<file path="config.mk">
export PLATFORM = sky130hd
export DESIGN_NAME = format_specifier_parser_top
export DESIGN_NICKNAME = d
export VERILOG_FILES = /design/src/rtl/fsp_pkg.sv /design/src/rtl/format_specifier_parser_top.sv
export SDC_FILE = /design/constraint.sdc
export NUM_CORES = 1
export LEC_CHECK = 0
export ABC_CLOCK_PERIOD_IN_PS = 5800
export BUFFER_PORTS_ARGS = -buffer_cell sky130_fd_sc_hd__buf_2
export CORE_MARGIN = 1
export CORE_UTILIZATION = 40
export CTS_BUF_LIST = sky130_fd_sc_hd__clkbuf_4 sky130_fd_sc_hd__clkbuf_8
export DETAILED_ROUTE_END_ITERATION = 6
export SYNTH_ARGS = -nofsm -noshare
export SYNTH_HDL_FRONTEND = slang
export SYNTH_SLANG_ARGS = --single-unit
</file>
<file path="constraint.sdc">
create_clock -name i_clk -period 5.8 [get_ports i_clk]
set_input_delay 0 -clock i_clk [delete_from_list [all_inputs] [get_ports i_clk]]
set_output_delay 0 -clock i_clk [all_outputs]
set_load 0.1 [all_outputs]
</file>
<file path="src/rtl/fsp_pkg.sv">
package fsp_pkg;

    // Bit count of the saturation limit for decimal digits, clamped to 8..32.
    localparam int VALUE_BITS  = 32;
    localparam int LIM_BITS_LO = (VALUE_BITS < 8) ? 8 : VALUE_BITS;
    localparam int LIM_BITS    = (LIM_BITS_LO > 32) ? 32 : LIM_BITS_LO;

    localparam int ACC_W = 32;
    // acc * 10 + 9 fits in four more bits than the accumulator.
    localparam int SUM_W = ACC_W + 4;
    localparam logic [SUM_W-1:0] DIGIT_LIMIT =
        SUM_W'((64'd1 << (LIM_BITS - 1)) - 64'd1);
    localparam logic [ACC_W-1:0] NO_VALUE = '1;

    localparam logic [7:0] CH_NUL   = 8'h00;
    localparam logic [7:0] CH_MINUS = 8'h2D;
    localparam logic [7:0] CH_PLUS  = 8'h2B;
    localparam logic [7:0] CH_SPACE = 8'h20;
    localparam logic [7:0] CH_HASH  = 8'h23;
    localparam logic [7:0] CH_ZERO  = 8'h30;
    localparam logic [7:0] CH_NINE  = 8'h39;
    localparam logic [7:0] CH_STAR  = 8'h2A;
    localparam logic [7:0] CH_DOT   = 8'h2E;
    localparam logic [7:0] CH_PCT   = 8'h25;
    localparam logic [7:0] CH_C     = 8'h63;
    localparam logic [7:0] CH_S     = 8'h73;
    localparam logic [7:0] CH_LX    = 8'h78;
    localparam logic [7:0] CH_UX    = 8'h58;
    localparam logic [7:0] CH_D     = 8'h64;
    localparam logic [7:0] CH_I     = 8'h69;
    localparam logic [7:0] CH_U     = 8'h75;
    localparam logic [7:0] CH_P     = 8'h70;

    typedef logic [3:0] t_conv;
    localparam t_conv CONV_C       = 4'd0;
    localparam t_conv CONV_S       = 4'd1;
    localparam t_conv CONV_LHEX    = 4'd2;
    localparam t_conv CONV_UHEX    = 4'd3;
    localparam t_conv CONV_DEC     = 4'd4;
    localparam t_conv CONV_PCT     = 4'd5;
    localparam t_conv CONV_UNS     = 4'd6;
    localparam t_conv CONV_PTR     = 4'd7;
    localparam t_conv CONV_NUL_ERR = 4'd8;
    localparam t_conv CONV_UNKNOWN = 4'd9;

    localparam logic [1:0] PAD_SPACE = 2'd0;
    localparam logic [1:0] PAD_ZERO  = 2'd1;
    localparam logic [1:0] PAD_LEFT  = 2'd2;

    localparam logic [1:0] SIGN_NONE  = 2'd0;
    localparam logic [1:0] SIGN_PLUS  = 2'd1;
    localparam logic [1:0] SIGN_SPACE = 2'd2;

endpackage

</file>
<file path="src/rtl/format_specifier_parser_top.sv">
// Format specifier parser.
// Input channel: i_in_valid / o_in_ready carry one item, the character after
// a percent sign (i_ch) plus the next integer argument (i_star_arg), which is
// used only when the character is a star. Output channel: o_out_valid /
// i_out_ready carry one decoded specifier, produced on the conversion
// character, a NUL or an unknown character; other characters give no result.
// An item is taken into an input register, decoded against the parse state by
// one stage of logic, and its result lands in an output register. One item per
// cycle is sustained while the output register is free or being drained; the
// rate rests on the state update (phase plus a multiply-by-ten digit accumulate)
// being done within the decode stage.
// When the receiver stalls, the result holds in the output register and the
// input register still takes one more item if it is empty; the decode stage waits
// only when the output register is full and not being drained.
// Reset (synchronous, active low) empties both registers and returns the
// parser to the flag phase with all partial fields cleared.
module format_specifier_parser_top (
    input  logic               i_clk,
    input  logic               i_rst_n,
    input  logic               i_in_valid,
    output logic               o_in_ready,
    input  logic [7:0]         i_ch,
    input  logic signed [31:0] i_star_arg,
    output logic               o_out_valid,
    input  logic               i_out_ready,
    output logic [3:0]         o_conv_code,
    output logic [1:0]         o_pad_mode,
    output logic [1:0]         o_sign_mode,
    output logic               o_alt_form,
    output logic signed [31:0] o_field_width,
    output logic signed [31:0] o_precision_value
);

    localparam int ACC_W = fsp_pkg::ACC_W;
    localparam int SUM_W = fsp_pkg::SUM_W;

    localparam logic [2:0] PH_FLAGS   = 3'd0;
    localparam logic [2:0] PH_WDIG    = 3'd1;
    localparam logic [2:0] PH_AFTER_W = 3'd2;
    localparam logic [2:0] PH_DOT     = 3'd3;
    localparam logic [2:0] PH_PDIG    = 3'd4;
    localparam logic [2:0] PH_AFTER_P = 3'd5;

    // Input register.
    logic             r_in_vld;
    logic [7:0]       r_ch;
    logic [ACC_W-1:0] r_star;

    // Parse state.
    logic [2:0]       r_phase, n_phase;
    logic [1:0]       r_pad, n_pad;
    logic [1:0]       r_sign, n_sign;
    logic             r_alt, n_alt;
    logic [ACC_W-1:0] r_width, n_width;
    logic [ACC_W-1:0] r_prec, n_prec;

    // Output register.
    logic             r_out_vld;
    fsp_pkg::t_conv   r_conv, n_conv;
    logic [1:0]       r_opad, n_opad;
    logic [1:0]       r_osign, n_osign;
    logic             r_oalt, n_oalt;
    logic [ACC_W-1:0] r_owidth, n_owidth;
    logic [ACC_W-1:0] r_oprec, n_oprec;

    logic             out_free;
    logic             fire;
    logic             fin;
    logic [2:0]       ph;
    logic             is_dig;
    logic [ACC_W-1:0] acc_src;
    logic [SUM_W-1:0] acc_sum;
    logic [ACC_W-1:0] acc_res;

    assign out_free   = !r_out_vld || i_out_ready;
    assign fire       = r_in_vld && out_free;
    assign o_in_ready = !r_in_vld || fire;

    assign ph     = (r_phase > PH_AFTER_P) ? PH_FLAGS : r_phase;
    assign is_dig = (r_ch >= fsp_pkg::CH_ZERO) && (r_ch <= fsp_pkg::CH_NINE);

    // Saturating acc * 10 + digit; a fresh digit run starts from zero.
    always_comb begin
        if (ph == PH_WDIG) begin
            acc_src = r_width;
        end else if (ph == PH_PDIG) begin
            acc_src = r_prec;
        end else begin
            acc_src = '0;
        end
        acc_sum = {1'b0, acc_src, 3'b000} + {3'b000, acc_src, 1'b0}
                + SUM_W'(r_ch[3:0] - fsp_pkg::CH_ZERO[3:0]);
        if (acc_sum > fsp_pkg::DIGIT_LIMIT) begin
            acc_res = ACC_W'(fsp_pkg::DIGIT_LIMIT);
        end else begin
            acc_res = acc_sum[ACC_W-1:0];
        end
    end

    always_comb begin
        n_phase = r_phase;
        n_pad   = r_pad;
        n_sign  = r_sign;
        n_alt   = r_alt;
        n_width = r_width;
        n_prec  = r_prec;
        fin     = 1'b0;
        case (ph)
            PH_FLAGS: begin
                if (r_ch == fsp_pkg::CH_MINUS) begin
                    n_pad = fsp_pkg::PAD_LEFT;
                end else if (r_ch == fsp_pkg::CH_PLUS) begin
                    n_sign = fsp_pkg::SIGN_PLUS;
                end else if (r_ch == fsp_pkg::CH_SPACE) begin
                    if (r_sign == fsp_pkg::SIGN_NONE) begin
                        n_sign = fsp_pkg::SIGN_SPACE;
                    end
                end else if (r_ch == fsp_pkg::CH_HASH) begin
                    n_alt = 1'b1;
                end else if (r_ch == fsp_pkg::CH_ZERO && r_pad == fsp_pkg::PAD_SPACE) begin
                    n_pad = fsp_pkg::PAD_ZERO;
                end else if (r_ch == fsp_pkg::CH_STAR) begin
                    n_width = r_star;
                    n_phase = PH_AFTER_W;
                end else if (is_dig) begin
                    n_width = acc_res;
                    n_phase = PH_WDIG;
                end else if (r_ch == fsp_pkg::CH_DOT) begin
                    n_prec  = '0;
                    n_phase = PH_DOT;
                end else begin
                    fin = 1'b1;
                end
            end
            PH_WDIG: begin
                if (is_dig) begin
                    n_width = acc_res;
                end else if (r_ch == fsp_pkg::CH_DOT) begin
                    n_prec  = '0;
                    n_phase = PH_DOT;
                end else begin
                    fin = 1'b1;
                end
            end
            PH_AFTER_W: begin
                if (r_ch == fsp_pkg::CH_DOT) begin
                    n_prec  = '0;
                    n_phase = PH_DOT;
                end else begin
                    fin = 1'b1;
                end
            end
            PH_DOT: begin
                if (r_ch == fsp_pkg::CH_STAR) begin
                    n_prec  = r_star;
                    n_phase = PH_AFTER_P;
                end else if (is_dig) begin
                    n_prec  = acc_res;
                    n_phase = PH_PDIG;
                end else begin
                    fin = 1'b1;
                end
            end
            PH_PDIG: begin
                if (is_dig) begin
                    n_prec = acc_res;
                end else begin
                    fin = 1'b1;
                end
            end
            default: begin
                fin = 1'b1;
            end
        endcase
        // Every result starts a fresh specifier.
        if (fin) begin
            n_phase = PH_FLAGS;
            n_pad   = fsp_pkg::PAD_SPACE;
            n_sign  = fsp_pkg::SIGN_NONE;
            n_alt   = 1'b0;
            n_width = fsp_pkg::NO_VALUE;
            n_prec  = fsp_pkg::NO_VALUE;
        end
    end

    // Result fields for a terminating character.
    always_comb begin
        logic full;
        logic keep_sign;
        full      = 1'b1;
        keep_sign = 1'b1;
        case (r_ch)
            fsp_pkg::CH_NUL: begin
                n_conv = fsp_pkg::CONV_NUL_ERR;
                full   = 1'b0;
            end
            fsp_pkg::CH_C:  n_conv = fsp_pkg::CONV_C;
            fsp_pkg::CH_S:  n_conv = fsp_pkg::CONV_S;
            fsp_pkg::CH_LX: begin
                n_conv    = fsp_pkg::CONV_LHEX;
                keep_sign = 1'b0;
            end
            fsp_pkg::CH_UX: begin
                n_conv    = fsp_pkg::CONV_UHEX;
                keep_sign = 1'b0;
            end
            fsp_pkg::CH_D:  n_conv = fsp_pkg::CONV_DEC;
            fsp_pkg::CH_I:  n_conv = fsp_pkg::CONV_DEC;
            fsp_pkg::CH_PCT: begin
                n_conv = fsp_pkg::CONV_PCT;
                full   = 1'b0;
            end
            fsp_pkg::CH_U: begin
                n_conv    = fsp_pkg::CONV_UNS;
                keep_sign = 1'b0;
            end
            fsp_pkg::CH_P:  n_conv = fsp_pkg::CONV_PTR;
            default: begin
                n_conv = fsp_pkg::CONV_UNKNOWN;
                full   = 1'b0;
            end
        endcase
        n_opad   = full ? r_pad : fsp_pkg::PAD_SPACE;
        n_osign  = (full && keep_sign) ? r_sign : fsp_pkg::SIGN_NONE;
        n_oalt   = full ? r_alt : 1'b0;
        n_owidth = full ? r_width : fsp_pkg::NO_VALUE;
        n_oprec  = full ? r_prec : fsp_pkg::NO_VALUE;
    end

    always_ff @(posedge i_clk) begin
        if (!i_rst_n) begin
            r_in_vld <= 1'b0;
        end else if (o_in_ready) begin
            r_in_vld <= i_in_valid;
        end
    end

    always_ff @(posedge i_clk) begin
        if (o_in_ready && i_in_valid) begin
            r_ch   <= i_ch;
            r_star <= i_star_arg;
        end
    end

    always_ff @(posedge i_clk) begin
        if (!i_rst_n) begin
            r_phase <= PH_FLAGS;
            r_pad   <= fsp_pkg::PAD_SPACE;
            r_sign  <= fsp_pkg::SIGN_NONE;
            r_alt   <= 1'b0;
            r_width <= fsp_pkg::NO_VALUE;
            r_prec  <= fsp_pkg::NO_VALUE;
        end else if (fire) begin
            r_phase <= n_phase;
            r_pad   <= n_pad;
            r_sign  <= n_sign;
            r_alt   <= n_alt;
            r_width <= n_width;
            r_prec  <= n_prec;
        end
    end

    always_ff @(posedge i_clk) begin
        if (!i_rst_n) begin
            r_out_vld <= 1'b0;
        end else if (fire && fin) begin
            r_out_vld <= 1'b1;
        end else if (i_out_ready) begin
            r_out_vld <= 1'b0;
        end
    end

    always_ff @(posedge i_clk) begin
        if (fire && fin) begin
            r_conv   <= n_conv;
            r_opad   <= n_opad;
            r_osign  <= n_osign;
            r_oalt   <= n_oalt;
            r_owidth <= n_owidth;
            r_oprec  <= n_oprec;
        end
    end

    assign o_out_valid       = r_out_vld;
    assign o_conv_code       = r_conv;
    assign o_pad_mode        = r_opad;
    assign o_sign_mode       = r_osign;
    assign o_alt_form        = r_oalt;
    assign o_field_width     = $signed(r_owidth);
    assign o_precision_value = $signed(r_oprec);

endmodule
</file>
==> results_tabular.tex <==
\begin{tabular}{lr}
\hline
Metric & Value \\
\hline
\multicolumn{2}{l}{\textbf{Status}} \\
Outcome & finished clean \\
\multicolumn{2}{l}{\textbf{Place}} \\
Cell area after placement & 0.0115 mm\^{}2 \\
Routability congestion estimate & a little over 0.9 \\
Placement Setup Slack & about 0.77 ns \\
Total of buffers placed on input and output ports & 118 \\
HPWL reported at the end of detailed placement & 19600 um \\
\multicolumn{2}{l}{\textbf{Clocking}} \\
H-tree depth & 4 \\
Clock insertion delay at the later pin of the skew report & between 0.4 and 0.5 ns \\
Clk root buf & sky130\_fd\_sc\_hd\_\_clkbuf\_8 \\
CTS tree & yes \\
CTS Buf Count & 17 \\
Clock slew at the register clock pins of the worst setup and hold paths & about 0.090 ns \\
Clock buffer depth & 2 \\
Number of post-CTS setup repair buffers & 0 \\
Clock sink count & $\sim$190 \\
Count of instances resized after the clock tree is built & 0 \\
\multicolumn{2}{l}{\textbf{Final layout}} \\
Combined flip-flop and latch cell area & just under 0.005 mm\^{}2 \\
Final layout net count & between 1k and 1.5k \\
Fill cell instance count of the final layout & around 2.5k \\
Area of the multi-input gates & 0.00534 mm\^{}2 \\
Final core utilization & 47.3\% \\
Design Area, Final & roughly 0.012 mm\^{}2 \\
Layout area overhead & 16.4\% \\
Share of cells above drive strength 1 & between 15 and 20\% \\
Antenna cells & 0 \\
\multicolumn{2}{l}{\textbf{Logic synthesis}} \\
Netlist area before placement & roughly 0.011 mm\^{}2 \\
Cells after Synth & about 1.1k \\
Cell types with the highest counts after synthesis & sky130\_fd\_sc\_hd\_\_edfxtp\_1, sky130\_fd\_sc\_hd\_\_o21ai\_0, sky130\_fd\_sc\_hd\_\_a21oi\_1, sky130\_fd\_sc\_hd\_\_nand2\_1, sky130\_fd\_sc\_hd\_\_dfxtp\_1 \\
Top FF cell, synth & sky130\_fd\_sc\_hd\_\_edfxtp\_1 \\
Count of different cell masters after synthesis & 67 \\
Synth Net Count & approximately 1.2k \\
Post-Synth Simple-Gate Area & approximately 17\% \\
Share of the synthesized area in the top cell type & between 30\% and 40\% \\
Asr flop ratio synth & 0\% \\
Share of synthesized area spent on multiplexers & 0.189\% \\
Compound-Gate Fraction of Synth Area & approximately 23\% \\
Post-synthesis share of cell area spent on xor and xnor gates & 2.31\% \\
Count of flip-flops with a built-in enable after synthesis & about 110 \\
Adder-Cell Fraction of Synth Area & between 7 and 8\% \\
Most common cell in the synthesized netlist & sky130\_fd\_sc\_hd\_\_edfxtp\_1 \\
Main area contributors after synthesis & sky130\_fd\_sc\_hd\_\_edfxtp\_1, sky130\_fd\_sc\_hd\_\_dfxtp\_1, sky130\_fd\_sc\_hd\_\_ha\_1, sky130\_fd\_sc\_hd\_\_o21ai\_0, sky130\_fd\_sc\_hd\_\_a21oi\_1 \\
Cell taking the most area after synthesis & sky130\_fd\_sc\_hd\_\_edfxtp\_1 \\
Number of warnings issued by yosys & 0 \\
Largest family of logic cells by synthesized area & compound AO/OA/AOI/OAI gates \\
Syn\_area\_per\_cell & around 9.6 um\^{}2 \\
Sequential area share after synthesis & between 40\% and 50\% \\
Flop and latch count out of synthesis & 187 \\
\multicolumn{2}{l}{\textbf{Routing}} \\
Vias & between 9k and 10k \\
DR iter-0 viols & 645 \\
Avg Vias per Cell & about 5.7 \\
DRT Pass-1 Iters & 5 \\
Final wirelength & between 20000 and 30000 um \\
Remaining antenna violation count & 0 \\
Post-detailed-route wirelength per cell & 18.4 um \\
Count of unresolved DRC violations after routing & 0 \\
\multicolumn{2}{l}{\textbf{Power and ir drop}} \\
Flop pwr share & between 50 and 60\% \\
Part of the total power dissipated in the clock network & approximately a third \\
Static leakage & approximately 0.0043 uW \\
Switching part of the total & between 20\% and 30\% \\
Sw Pwr & between 600 and 700 uW \\
Combinational power share & 7.1\% \\
Cell area power density & a little over 200 mW/mm\^{}2 \\
Cell Int Power & approximately 1900 uW \\
Max IR drop VDD & 0.128 mV \\
\multicolumn{2}{l}{\textbf{Die}} \\
Placement Rows & 59 \\
Starting utilization of the core area & between 40\% and 50\% \\
Ports & 119 \\
Horiz. Die Dim & 165 um \\
Total die area & 0.0271 mm\^{}2 \\
Std-Cell Core Area & 0.0261 mm\^{}2 \\
Die Height & 165 um \\
\multicolumn{2}{l}{\textbf{STA}} \\
Max-slew violations & 0 \\
Final Cycle Share & roughly 90\% \\
Least-Margin Pin Slew & about 1.1 ns \\
Final Hold Slack & 0.104 ns \\
Setup-failing EPs final & 0 \\
Final WS setup & 0.659 ns \\
Final-report hold violation count & 0 \\
Min cycle time layout & 5.14 ns \\
Worst rel slew slack & $\sim$25\% \\
Clock skew after layout & approximately 0.023 ns \\
Timing-limited maximum frequency & about 200 MHz \\
Total Neg Setup Slack & 0 ns \\
Unrepaired setup endpoints after global routing & false \\
\multicolumn{2}{l}{\textbf{Setup path}} \\
Maximum fanout encountered on the critical timing path & 32 \\
Reg2Reg Setup Slack & 0.66 ns \\
Worst Path Arrival & 5.47 ns \\
Crit path from & r\_phase[0] \\
Type of element launching the critical path & flop \\
Reg-to-reg startpoint & r\_phase[0] \\
Required @ worst endpoint & approximately 6.1 ns \\
WS Path Type & flop to flop \\
CP Capture Type & flop \\
\multicolumn{2}{l}{\textbf{GRT}} \\
Global-route wire length before repair & between 40000 and 50000 um \\
Most used routing layer & met2 \\
Routing usage on met2 & approximately 37\% \\
Number of antenna violations at the first check in global routing & 0 \\
Total GRT Usage & between 20\% and 30\% \\
Met1 GRT Util & between 20\% and 30\% \\
Pin count of the biggest net entering global routing & 69 \\
Residual overflow from global routing & 0 \\
Via count of the first global-routing pass & 8726 \\
Met3 routing resource usage after global routing & around 2.4\% \\
\multicolumn{2}{l}{\textbf{Flow run}} \\
Max Cap Violations & 0 \\
\multicolumn{2}{l}{\textbf{Worst hold path}} \\
Min-Delay Startpoint & i\_rst\_n \\
Path category of the worst min-delay check & primary input to flop \\
\hline
\end{tabular}
==> kinds of logic after synthesis <==
family | count (synthesis)
and+or+nand+nor | 327
xor gates and xnor gates | 28
muxes | 2
buffers and inverters | 104
adders and majority gates | 65
DFF | 187
AOI/OAI and AO/OA | 389
==> routing by layer <==
layer	wire length, um	share of wire [%]	up-vias
met5	0	0	-
met4	384	1.3	0
met3	1220	4.2	25
met2	13800	48	232
met1	13500	47	4370
li1	-	-	4384
==> final timing paths <==
check                                    to  cells past startpoint
worst max-delay path            r_width[26]                     17
worst min register to register        r_alt                      2
worst max register to register  r_width[26]                     17
worst min-delay path             r_prec[31]                      3
==> placed cells by master (no fill, tap or decap), types with 6 or more instances in the layout <==
| cell type | n |
|---|---|
| sky130_fd_sc_hd__o21ai_0 | 111 |
| sky130_fd_sc_hd__nor2b_1 | 11 |
| sky130_fd_sc_hd__dlygate4sd3_1 | 43 |
| sky130_fd_sc_hd__inv_1 | 27 |
| sky130_fd_sc_hd__nor4b_1 | 10 |
| sky130_fd_sc_hd__nor4_1 | 12 |
| sky130_fd_sc_hd__nand2b_1 | 68 |
| sky130_fd_sc_hd__a211oi_1 | 11 |
| sky130_fd_sc_hd__nor2_1 | 34 |
| sky130_fd_sc_hd__a22o_1 | 31 |
| sky130_fd_sc_hd__nor3_1 | 25 |
| sky130_fd_sc_hd__and2_1 | 12 |
| sky130_fd_sc_hd__dfxtp_1 | 74 |
| sky130_fd_sc_hd__o22ai_1 | 25 |
| sky130_fd_sc_hd__xnor2_1 | 15 |
| sky130_fd_sc_hd__xor2_1 | 13 |
| sky130_fd_sc_hd__nand3_1 | 20 |
| sky130_fd_sc_hd__a21o_1 | 8 |
| sky130_fd_sc_hd__clkbuf_8 | 18 |
| sky130_fd_sc_hd__a21oi_1 | 103 |
| sky130_fd_sc_hd__buf_4 | 23 |
| sky130_fd_sc_hd__o211ai_1 | 39 |
| sky130_fd_sc_hd__a31oi_1 | 8 |
| sky130_fd_sc_hd__edfxtp_1 | 113 |
| sky130_fd_sc_hd__nand4_1 | 9 |
| sky130_fd_sc_hd__buf_2 | 118 |
| sky130_fd_sc_hd__or3_1 | 7 |
| sky130_fd_sc_hd__o21bai_1 | 6 |
| sky130_fd_sc_hd__nand2_1 | 94 |
| sky130_fd_sc_hd__ha_1 | 63 |
==> flip-flops by register name (all words and copies together), names as in the netlist, 3 cells and up <==
name	count
r_phase	3
o_field_width	32
r_prec	32
r_width	32
o_conv_code	4
r_star	32
r_ch	8
o_precision_value	32
==> cell type report <==
class                           count  area share [%]
Sequential cell                   187            39.5
Inverter                           28           0.852
Multi-Input combinational cell    811            43.3
Clock inverter                     13            1.08
Timing Repair Buffer              185            9.84
Tap cell                          335            3.40
Clock buffer                       19            2.07
==> power groups by stage <==
stage,sequential (uW),clock (uW),combinational (uW)
6_report,1460,874,178
5_1_grt,1460,941,196
4_1_cts,1460,895,180
3_5_place_dp,1490,0,157
3_3_place_gp,1490,0,155
2_1_floorplan,1500,0,88.9
==> metrics by stage <==
stage          std cells  power [uW]
2_1_floorplan       1102        1590
3_3_place_gp        1503        1640
3_5_place_dp        1503        1640
4_1_cts             1578        2530
5_1_grt             1578        2600
6_report            1578        2510
==> critical path, cell delays in order (launching register included) <==
cell and delay, ns:
sky130_fd_sc_hd__dfxtp_1 0.51, sky130_fd_sc_hd__nor2b_1 0.35, sky130_fd_sc_hd__and2_1 0.28, sky130_fd_sc_hd__a22o_1 0.19, sky130_fd_sc_hd__inv_1 0.06, sky130_fd_sc_hd__fa_1 0.48
sky130_fd_sc_hd__inv_1 0.07, sky130_fd_sc_hd__fa_1 0.49, sky130_fd_sc_hd__a211oi_1 0.27, sky130_fd_sc_hd__o21ai_0 0.23, sky130_fd_sc_hd__o21ai_0 0.31, sky130_fd_sc_hd__a21oi_1 0.21
sky130_fd_sc_hd__o21ai_0 0.24, sky130_fd_sc_hd__xor2_1 0.20, sky130_fd_sc_hd__o21ai_2 0.10, sky130_fd_sc_hd__buf_4 0.28, sky130_fd_sc_hd__a2111oi_0 0.57, sky130_fd_sc_hd__o211ai_1 0.17
==> what timing repair did <==
item | 4_1_cts | 5_1_grt
hold buffers | 43 | 0
setup endpoints to repair | 0 | 0
hold endpoints to repair | 42 | 0
No activity file was read; power rests on OpenSTA's default activity.
